**src/sv/stks_pkg.sv**
```systemverilog
// shared types, constants and the entry ordering for the streaming top-k selector
// no dependencies; imported by every other file of the block
package stks_pkg;

	localparam int MAX_ENTRIES = 16;
	localparam int IDX_W = $clog2(MAX_ENTRIES);
	localparam int CNT_W = $clog2(MAX_ENTRIES + 1);
	localparam int CAP_W = 5;
	localparam int WEIGHT_W = 32;
	localparam int KEY_W = 32;
	localparam logic [CAP_W-1:0] CAP_RESET = CAP_W'(16);

	typedef struct packed {
		logic signed [WEIGHT_W-1:0] weight;
		logic [KEY_W-1:0] key;
	} entry_t;

	typedef struct packed {
		logic insert;
		logic replace;
		logic pop;
	} cmd_t;

	typedef struct packed {
		logic [CNT_W-1:0] count;
		logic beats_head;
		entry_t head;
	} status_t;

	typedef enum logic {
		ST_IDLE,
		ST_EMIT
	} state_t;

	// strict (weight, key) order: weight signed, key unsigned
	function automatic logic entry_less(input entry_t a, input entry_t b);
		logic res;
		if (a.weight != b.weight) begin
			res = $signed(a.weight) < $signed(b.weight);
		end else begin
			res = a.key < b.key;
		end
		return res;
	endfunction

endpackage

```
**src/sv/stks_ctrl.sv**
```systemverilog
// controller: capacity register, accept/emit state machine, datapath commands
// depends on stks_pkg; pairs with stks_dp
module stks_ctrl
	import stks_pkg::*;
(
	input  logic             clk,
	input  logic             arst_n,
	input  logic             capacity_we,
	input  logic [CAP_W-1:0] capacity_wdata,
	input  logic             in_valid,
	input  logic             in_last,
	output logic             in_ready,
	output logic             out_valid,
	output logic             out_final,
	input  logic             out_ready,
	input  status_t          status,
	output cmd_t             cmd
);

	state_t state_q;
	state_t state_d;
	logic [CAP_W-1:0] capacity_q;
	logic [CNT_W-1:0] cap_eff;
	logic accept;

	always_ff @(posedge clk or negedge arst_n) begin
		if (!arst_n) begin
			capacity_q <= CAP_RESET;
		end else if (capacity_we) begin
			capacity_q <= capacity_wdata;
		end
	end

	// saturate at the number of cells
	assign cap_eff = (32'(capacity_q) > 32'(MAX_ENTRIES)) ? CNT_W'(MAX_ENTRIES)
		: CNT_W'(capacity_q);

	always_ff @(posedge clk or negedge arst_n) begin
		if (!arst_n) begin
			state_q <= ST_IDLE;
		end else begin
			state_q <= state_d;
		end
	end

	always_comb begin
		state_d = state_q;
		unique case (state_q)
			ST_IDLE: begin
				if (in_valid && in_last) begin
					state_d = ST_EMIT;
				end
			end
			ST_EMIT: begin
				if (status.count == '0) begin
					state_d = ST_IDLE;
				end else if (out_ready && status.count == CNT_W'(1)) begin
					state_d = ST_IDLE;
				end
			end
			default: state_d = ST_IDLE;
		endcase
	end

	always_comb begin
		in_ready = 1'b0;
		out_valid = 1'b0;
		unique case (state_q)
			ST_IDLE: in_ready = 1'b1;
			ST_EMIT: out_valid = status.count != '0;
			default: begin
				in_ready = 1'b0;
				out_valid = 1'b0;
			end
		endcase
	end

	assign accept = in_valid && in_ready;
	assign out_final = status.count == CNT_W'(1);

	always_comb begin
		cmd.insert = accept && cap_eff != '0 && status.count < cap_eff;
		// full (or over a lowered capacity): only a strictly heavier item displaces the minimum
		cmd.replace = accept && cap_eff != '0 && status.count >= cap_eff
			&& status.count != '0 && status.beats_head;
		cmd.pop = out_valid && out_ready;
	end

endmodule

```
**config.mk**
```make
export PLATFORM = sky130hd
export DESIGN_NAME = stks_ctrl
export DESIGN_NICKNAME = d
export VERILOG_FILES = /design/src/sv/stks_pkg.sv /design/src/sv/stks_ctrl.sv
export SDC_FILE = /design/constraint.sdc
export NUM_CORES = 1
export LEC_CHECK = 0
export ABC_AREA = 1
export BUFFER_PORTS_ARGS = -buffer_cell sky130_fd_sc_hd__buf_4
export CAP_MARGIN = 20
export CORE_MARGIN = 8
export CORE_UTILIZATION = 24
export CTS_BUF_LIST = sky130_fd_sc_hd__clkbuf_2
export DETAILED_ROUTE_END_ITERATION = 10
export GPL_TIMING_DRIVEN = 0
export PLACE_DENSITY = 0.88
export SYNTH_ARGS = -nofsm -noshare
export SYNTH_HDL_FRONTEND = slang
export SYNTH_SLANG_ARGS = --single-unit
```
**constraint.sdc**
```tcl
create_clock -name clk -period 1.3 [get_ports clk]
set_input_delay 0.065 -clock clk [delete_from_list [all_inputs] [get_ports clk]]
set_output_delay 0.065 -clock clk [all_outputs]
set_load 0.05 [all_outputs]
```
# [Yosys cells after proc, flatten, opt, wreduce, memory -nomap -nowiden]
# Cells that the tools add are included.
[classes] n_mux=7 n_bitwise=1 shifts=0 n_eq_ne=1 n_div=0 reduce_logical=12 n_addsub=0 multipliers=0 n_lt_le_gt_ge=3
[op_table] operator="nonzero test 5 bit" n=2
[op_table] operator="logical AND 1 bit" n=9
[op_table] operator="equality test 5 x 1 -> 1 bit, second input constant" n=1
[op_table] operator=">= comparator 5 bit" n=1
[op_table] operator="> comparator 5 bit, second input constant" n=1
[op_table] operator="zero test 5 bit" n=1
[op_table] operator="less-than comparator 5 bit" n=1
[op_table] operator="two-way mux 1 bit" n=5
[op_table] operator="two-way mux 5 bit" n=1
[op_table] operator="case mux 1 bit (2 select lines)" n=1
[op_table] operator="inverter 1 bit" n=1
[word_totals] mem_bits_rw=0 out_inout_bits=6 word_cells=26 latchBits=0 romBits=0 mem_count=0 register_bits=6 inputBits=81

# [Logic depth before layout (Yosys ltp)]
# Gate-level depths: netlist of run 1.
[depth] depth_word=7 depth_mapped=11 mapped_depth_nobuf=11

# [Worst setup path before layout of run 1]
# Ideal clock, no wire load.
[synth_path] path_type="register to output" start="reg capacity_q[2]" end="out cmd[1] in the netlist's numbering" arrival_time_ps=1886 path_stages_with_launch=12 setup_slack_ps=-651 n_path_buf=0 cell_sequence="dfrtp_1 > nor2_1 > nand2_1 > nand2_1 > nand2_1 > ha_1 > nand2_1 > nor2_1 > nand2_1 > nand3_2 > nor2_1 > nor2_1"
[synth_rtl] item="from (decl)" line="stks_ctrl.sv:22" rtl="logic [CAP_W-1:0] capacity_q;"
[synth_rtl] item="from (signal assigned)" line="stks_ctrl.sv:30" rtl="capacity_q <= capacity_wdata;"
[synth_rtl] item="to (decl)" line="stks_ctrl.sv:17" rtl="output cmd_t cmd"

==> results of run 1 <==
-- routing by layer --
metal  routed length [um]  vias up  part of all wire, %
met4                   56        0                  4.3
met2                  588       21                   45
met3                  151        6                   12
met1                  499      228                   39
met5                    0        -                    0
li1                     -      271                    -
-- cell type report --
cell class | count | area (um^2) | area share [%]
plain buffers | 1 | 5.00 | 0.633
clock buffers | 4 | 20.0 | 2.53
inverters | 11 | 41.3 | 5.22
multi-input cells | 48 | 315 | 39.9
flip-flops and latches | 6 | 151 | 19.1
well taps | 27 | 33.8 | 4.27
repair buffers | 28 | 224 | 28.3
-- state kept, by name, summed over array words and instances, names as in the netlist --
register and flops:
capacity_q 5, state_q 1
-- synthesized netlist by cell type, drive strengths merged --
cell / instances
a21oi: 1
dfstp: 1
nand2: 17
dfrtp: 5
nor2: 13
nand4: 1
nor3: 1
clkbuf: 1
nand3: 3
nor3b: 1
mux2: 3
o21ai: 3
inv: 11
ha: 5
-- per-stage QoR --
step	TNS, ns	worst slack [ns]	util (%)
floorplan	-0.588	-0.320	-
global placement	-0.788	-0.447	35.3
detailed placement	-0.904	-0.509	35.3
CTS	-1.26	-0.666	40.3
global route	-1.51	-0.770	41.6
finish	-1.24	-0.633	41.6
-- worst reg2reg max path, stage by stage (launching register included) --
cell and delay (ns):
dfrtp_1 0.39, buf_4 0.13, buf_4 0.12, mux2_2 0.25
-- repair_timing --
item                       in CTS  in global routing
setup endpoints to repair       2                  2
hold buffers                    1                  0
setup buffers                   4                  2
pin swaps                       4                  4
resized for setup               9                  3
hold endpoints to repair        6                  0
-- logic make-up after synthesis --
kind of cell | count (synthesis)
and+or+nand+nor | 36
DFF | 6
AOI/OAI and AO/OA | 4
adders and majority gates | 5
muxes | 3
buffers and inverters | 12
-- cell usage in the layout (no fill, tap or decap) --
cell type and n:
buf_4 25, nand2_1 14, inv_1 11, nor2_1 8
clkbuf_2 5, ha_1 5, dfrtp_1 5, nand2_2 3
nor2_4 3, o21ai_0 3, mux2_2 3, nor2_2 2
nand3_1 2, a21oi_1 1, nand3_4 1, nand4_1 1
nor3b_2 1, nor3_1 1, dfstp_2 1, dlygate4sd3_1 1
buf_8 1, buf_6 1
-- power groups by stage --
stage               logic, mW  registers (mW)  clock network (mW)
floorplan               0.320           0.238                   0
detailed placement      0.463           0.244                   0
global route            0.569           0.246               0.177
finish                  0.526           0.240               0.151
CTS                     0.519           0.239               0.160
global placement        0.452           0.243                   0
-- path summary, 6_finish.rpt --
| path | end | slack (ns) | cells after the start |
|---|---|---|---|
| setup / recovery | cmd[1] | -0.63 | 12 |
| hold / removal | capacity_q[4] | 0.06 | 3 |
| setup reg to reg | capacity_q[3] | 0.29 | 3 |
| hold reg to reg | capacity_q[4] | 0.56 | 2 |
| max in group asynchronous | capacity_q[4] | 0.91 | 2 |
| min in group asynchronous | capacity_q[3] | 0.17 | 2 |
==> impl_metrics.yaml, run 1 <==
status:
  status: "finished with violations"
  failed_checks: "setup timing"
synth:
  synth_xor_area_share_pct: 0
  synth_area_um2: 465
  synth_simple_gate_area_share_pct: 32.5
  yosys-top-cells-area: "dfrtp_1 27%, nand2_1 14%, ha_1 13%"
  syn_inst: 66
  yosysWarnings: 0
  muxShareOfSynthArea_pct: 7.26
  synth_compound_area_share_pct: 4.30
  synth_top_family_by_area: "simple AND/OR/NAND/NOR gates"
  synth_top_cell_by_area: "dfrtp_1"
  yosysUniqueCellTypes: 15
  synth_top_area_share_pct: 26.9
  synth_fa_ha_area_share_pct: 13.4
  synth_nets: 152
  syn_avg_cell_area_um2: 7.05
  synth-seq-cells: 6
  yosysSeqAreaShare_pct: 32.5
cts:
  root_buffer: "clkbuf_2"
  htreeDepth: 1
  clkSlewWorstSetupHoldPaths_ns: 0.07
  cts_buffers: 3
  clock_sinks: 6
  cts_tree: "yes"
  cts_buffer_depth: 2
  clk_latency_ns: 0.21
global_routing:
  grt_pass1_vias: 571
  grt.overflow.total: 0
  grt_use_total_pct: 8.80
  antenna_found_initial: 0
  grt_max_degree: 8
  gr-usage-met1_pct: 8.67
  busiest_layer: "met2"
  grt_use_met2_pct: 14.5
  grt_pass1_wl_mm: 2.41
  grt_util_met3_pct: 3.87
route:
  vias: 526
  drt-initial-drc-count: 6
  viasPerCell: 4.21
  totalWireLength_mm: 1.30
  antenna_left: 0
  drt_pass1_iterations: 3
  drc_errors: 0
  wire_per_inst_um: 10.4
floorplan:
  io_pins: 87
  die_w_um: 60.0
  rows: 16
  die_h_um: 60.0
  start_util_pct: 24.5
  fp.dieArea_mm2: 0.00360
  core_area_mm2: 0.00190
power:
  p_sw_uw: 419
  pwr-share-comb_pct: 57.4
  clkPwrFrac_pct: 16.5
  leakage_nw: 0.415
  power_uw: 917
  swShare_pct: 45.7
  vdd_ir_drop_max_uv: 612
  p_int_uw: 498
  p_per_area_mw_per_mm2: 1160
  seq_power_share_pct: 26.2
worst_setup_path:
  startpoint_type: "flip-flop"
  crit_path_max_fanout: 3
  worstSetupEndpointType: "output pin"
  crit_family: "simple AND/OR/NAND/NOR gates"
  crit_path_start: "capacity_q[2]"
  setup.worst_path.class: "reg2out"
  crit_buf_inv: 1
  required_ns: 1.24
  r2r-start: "capacity_q[3]"
  cp.arrival_ns: 1.87
  crit_slowest_cell: "dfrtp_1"
  cp_cell_sequence: "nor2_2, nand2_1, nand2_1, nand2_1, ha_1, nand2_2, nor2_1, nand2_1, nand3_4, nor2_4, nor2_4, buf_8"
  cpMostUsedCell: "nand2_1"
  slowest_delay_ns: 0.39
sta:
  fmax_ghz: 0.517
  skew_ns: 0
  tightest_slew_ns: 0.239
  rsz0062_at_grt: "true"
  setup_viol: 2
  post-route-period-util_pct: 149
  finalCriticalPeriod_ns: 1.93
  worst_hold_slack_ns: 0.0576
  maxSlewViolCount: 0
  timing.final.ws_setup_ns: -0.633
  slew_headroom_pct: 84.1
  finalHoldViolations: 0
final_layout:
  n_antenna_cell: 0
  layout.cells.non_filler: 125
  areaGrowthSynthToFinish_pct: 69.9
  final_area_um2: 791
  layout-drive-gt1-share_pct: 46.9
  fill_cells: 194
  final_nets: 185
run:
  max_cap_violations: 0
worst_hold_path:
  hp-class: "in2reg"
  min_from: "capacity_wdata[4]"
placement:
  placed_cell_area_um2: 672
  place_congestion: 0.733
  hpwl_mm: 1.11
  placed_cells: 114
  port_buffers: 21
Note: power is estimated with default switching activity, not from simulation.
==> run 2, diff against run 1 <==
Settings changed: ABC_AREA 1 to default, CORE_UTILIZATION 24 to 23, PLACE_DENSITY 0.88 to 0.87.
==> run 2 against run 1 <==
  * Register-to-register slack better by 0.05 ns
  * Flip-flop and latch count did not move
  * Fmax rose by 6.4%
  * Via count shrank 21%
  * The run still ends with setup timing left
==> impl_metrics.yaml, run 2 <==
status:
  status: "finished with violations"
  failed_checks: "setup timing"
route:
  wire_per_inst_um: 13.0
  drt_pass1_iterations: 2
  antenna_left: 0
  totalWireLength_mm: 1.27
  vias: 418
  drc_errors: 0
  drt-initial-drc-count: 4
  viasPerCell: 4.31
placement:
  place_congestion: 0.746
  port_buffers: 22
  hpwl_mm: 1.04
global_routing:
  grt_use_total_pct: 7.77
  grt_use_met2_pct: 12.9
  busiest_layer: "met2"
  grt_util_met3_pct: 2.39
  grt_pass1_wl_mm: 2.06
  grt_pass1_vias: 465
  antenna_found_initial: 0
  grt.overflow.total: 0
  grt_max_degree: 7
  gr-usage-met1_pct: 8.19
synth:
  yosysWarnings: 0
  synth-seq-cells: 6
  muxShareOfSynthArea_pct: 10.3
  synth_simple_gate_area_share_pct: 21.4
  synth_top_area_share_pct: 28.6
  synth_compound_area_share_pct: 16.0
  syn_inst: 44
  synth.top_cells.by_count: "6 x nand2_1, 5 x dfrtp_1, 5 x ha_1"
  yosys-top-cells-area: "dfrtp_1 29%, ha_1 14%, mux2_2 10%"
  syn_avg_cell_area_um2: 9.95
  yosysSeqAreaShare_pct: 34.6
  synth_flop_cell: "dfrtp_1"
  yosysUniqueCellTypes: 21
  synth_fa_ha_area_share_pct: 14.3
  synth_area_um2: 438
  async_flop_share_pct: 100
  synth_top_cell_by_area: "dfrtp_1"
  synth_top_family_by_area: "simple AND/OR/NAND/NOR gates"
  synth_nets: 130
  synth.most_common_cell: "nand2_1"
  synth_xor_area_share_pct: 0
  synth_edf_count: 0
worst_setup_path:
  startpoint_type: "flip-flop"
  cp.arrival_ns: 1.75
  worstSetupEndpointType: "output pin"
  required_ns: 1.24
  crit_path_max_fanout: 6
  setup.worst_path.class: "reg2out"
  crit_family: "flip-flops"
  slowest_delay_ns: 0.55
  crit_buf_inv: 2
  crit_slowest_cell: "dfstp_2"
  cp_cell_sequence: "inv_4, nand2_2, ha_4, a21oi_4, o21ai_4, o2111a_2, buf_8"
sta:
  rsz0062_at_grt: "true"
  tightest_slew_ns: 0.392
  finalCriticalPeriod_ns: 1.82
  worst_hold_slack_ns: 0.0429
  finalHoldViolations: 0
  post-route-period-util_pct: 140
  fmax_ghz: 0.550
  maxSlewViolCount: 0
  setup_viol: 2
  timing.final.ws_setup_ns: -0.517
  slew_headroom_pct: 73.6
  skew_ns: 0
floorplan:
  rows: 15
  die_h_um: 59.6
  die_w_um: 59.6
  core_area_mm2: 0.00176
  start_util_pct: 24.8
  fp.dieArea_mm2: 0.00356
  io_pins: 87
power:
  leakage_nw: 0.350
  pwr-share-comb_pct: 57.6
  clkPwrFrac_pct: 16.4
  vdd_ir_drop_max_uv: 567
  p_per_area_mw_per_mm2: 1180
  seq_power_share_pct: 26.0
  swShare_pct: 43.5
  p_int_uw: 524
  p_sw_uw: 404
final_layout:
  mostFrequentLayoutCells: "21 x buf_4, 5 x dfrtp_1, 4 x nand2_1, 4 x mux2_2, 4 x clkbuf_2"
  multiInputGateArea_um2: 375
  reg_top3: "capacity_q: 5 flops, state_q: 1 flops"
  final_common_cell: "buf_4"
  areaGrowthSynthToFinish_pct: 80.3
  n_antenna_cell: 0
  final_util_pct: 44.8
  register_area_um2: 151
  layout-drive-gt1-share_pct: 66.7
  largest_register_ffs: 5
  final_nets: 159
  fill_cells: 181
  top_register: "capacity_q"
cts:
  cts_tree: "yes"
  clk_latency_ns: 0.22
  clkSlewWorstSetupHoldPaths_ns: 0.07
  clock_sinks: 6
  htreeDepth: 1
  cts_buffer_depth: 2
  cts_buffers: 3
  root_buffer: "clkbuf_2"
run:
  max_cap_violations: 0
worst_hold_path:
  hp-class: "in2reg"
[run 2: cell type report]
class,count,share of cell area [%]
multi-input cells,34,47.5
repair buffers,24,24.6
flip-flops and latches,6,19.2
well taps,25,3.96
clock buffers,4,2.54
inverters,4,2.22
[run 2: power by group through the flow]
stage / registers [mW] / logic (mW) / clock network, mW
floorplan: 0.238 / 0.332 / 0
global placement: 0.242 / 0.462 / 0
detailed placement: 0.244 / 0.480 / 0
CTS: 0.241 / 0.531 / 0.161
global route: 0.245 / 0.567 / 0.175
finish: 0.241 / 0.534 / 0.153
[run 2: worst paths after layout]
kind,start,to,slack [ns],depth (start not counted)
min,capacity_we,capacity_q[4],0.04,2
max,capacity_q[4],cmd[1],-0.52,7
max reg2reg,capacity_q[4],capacity_q[4],0.34,3
min reg2reg,state_q,state_q,0.54,1
max in group asynchronous,arst_n,capacity_q[4],0.91,2
min in group asynchronous,arst_n,capacity_q[0],0.19,2
[run 2: kinds of logic after synthesis]
kind of cell,Yosys count
flops,6
simple gates,15
compound gates,10
buf+inv,4
mux,4
fa+ha+maj,5
[run 2: metrics by stage]
step | setup slack [ns] | power, mW | instance area, um^2 | setup TNS (ns) | cells
2_1_floorplan | -0.300 | 0.570 | 499 | -0.566 | 44
3_3_place_gp | -0.277 | 0.704 | 696 | -0.495 | 91
3_5_place_dp | -0.298 | 0.724 | 696 | -0.552 | 91
4_1_cts | -0.531 | 0.933 | 777 | -1.04 | 97
5_1_grt | -0.597 | 0.987 | 790 | -1.16 | 97
6_report | -0.517 | 0.928 | 790 | -0.979 | 97
[run 2: repair_timing]
item | 4_1_cts | 5_1_grt
endpoints found under the setup margin | 2 | 2
hold buffers | 1 | 0
resized for setup | 9 | 1
hold endpoints to repair | 6 | 0
pin swaps | 5 | 1
setup buffers | 1 | 0
[run 2: metal layers]
metal	vias up	part of all wire, %
li1	215	-
met1	189	43
met2	14	50
met3	0	6.9
met4	0	0
met5	-	0
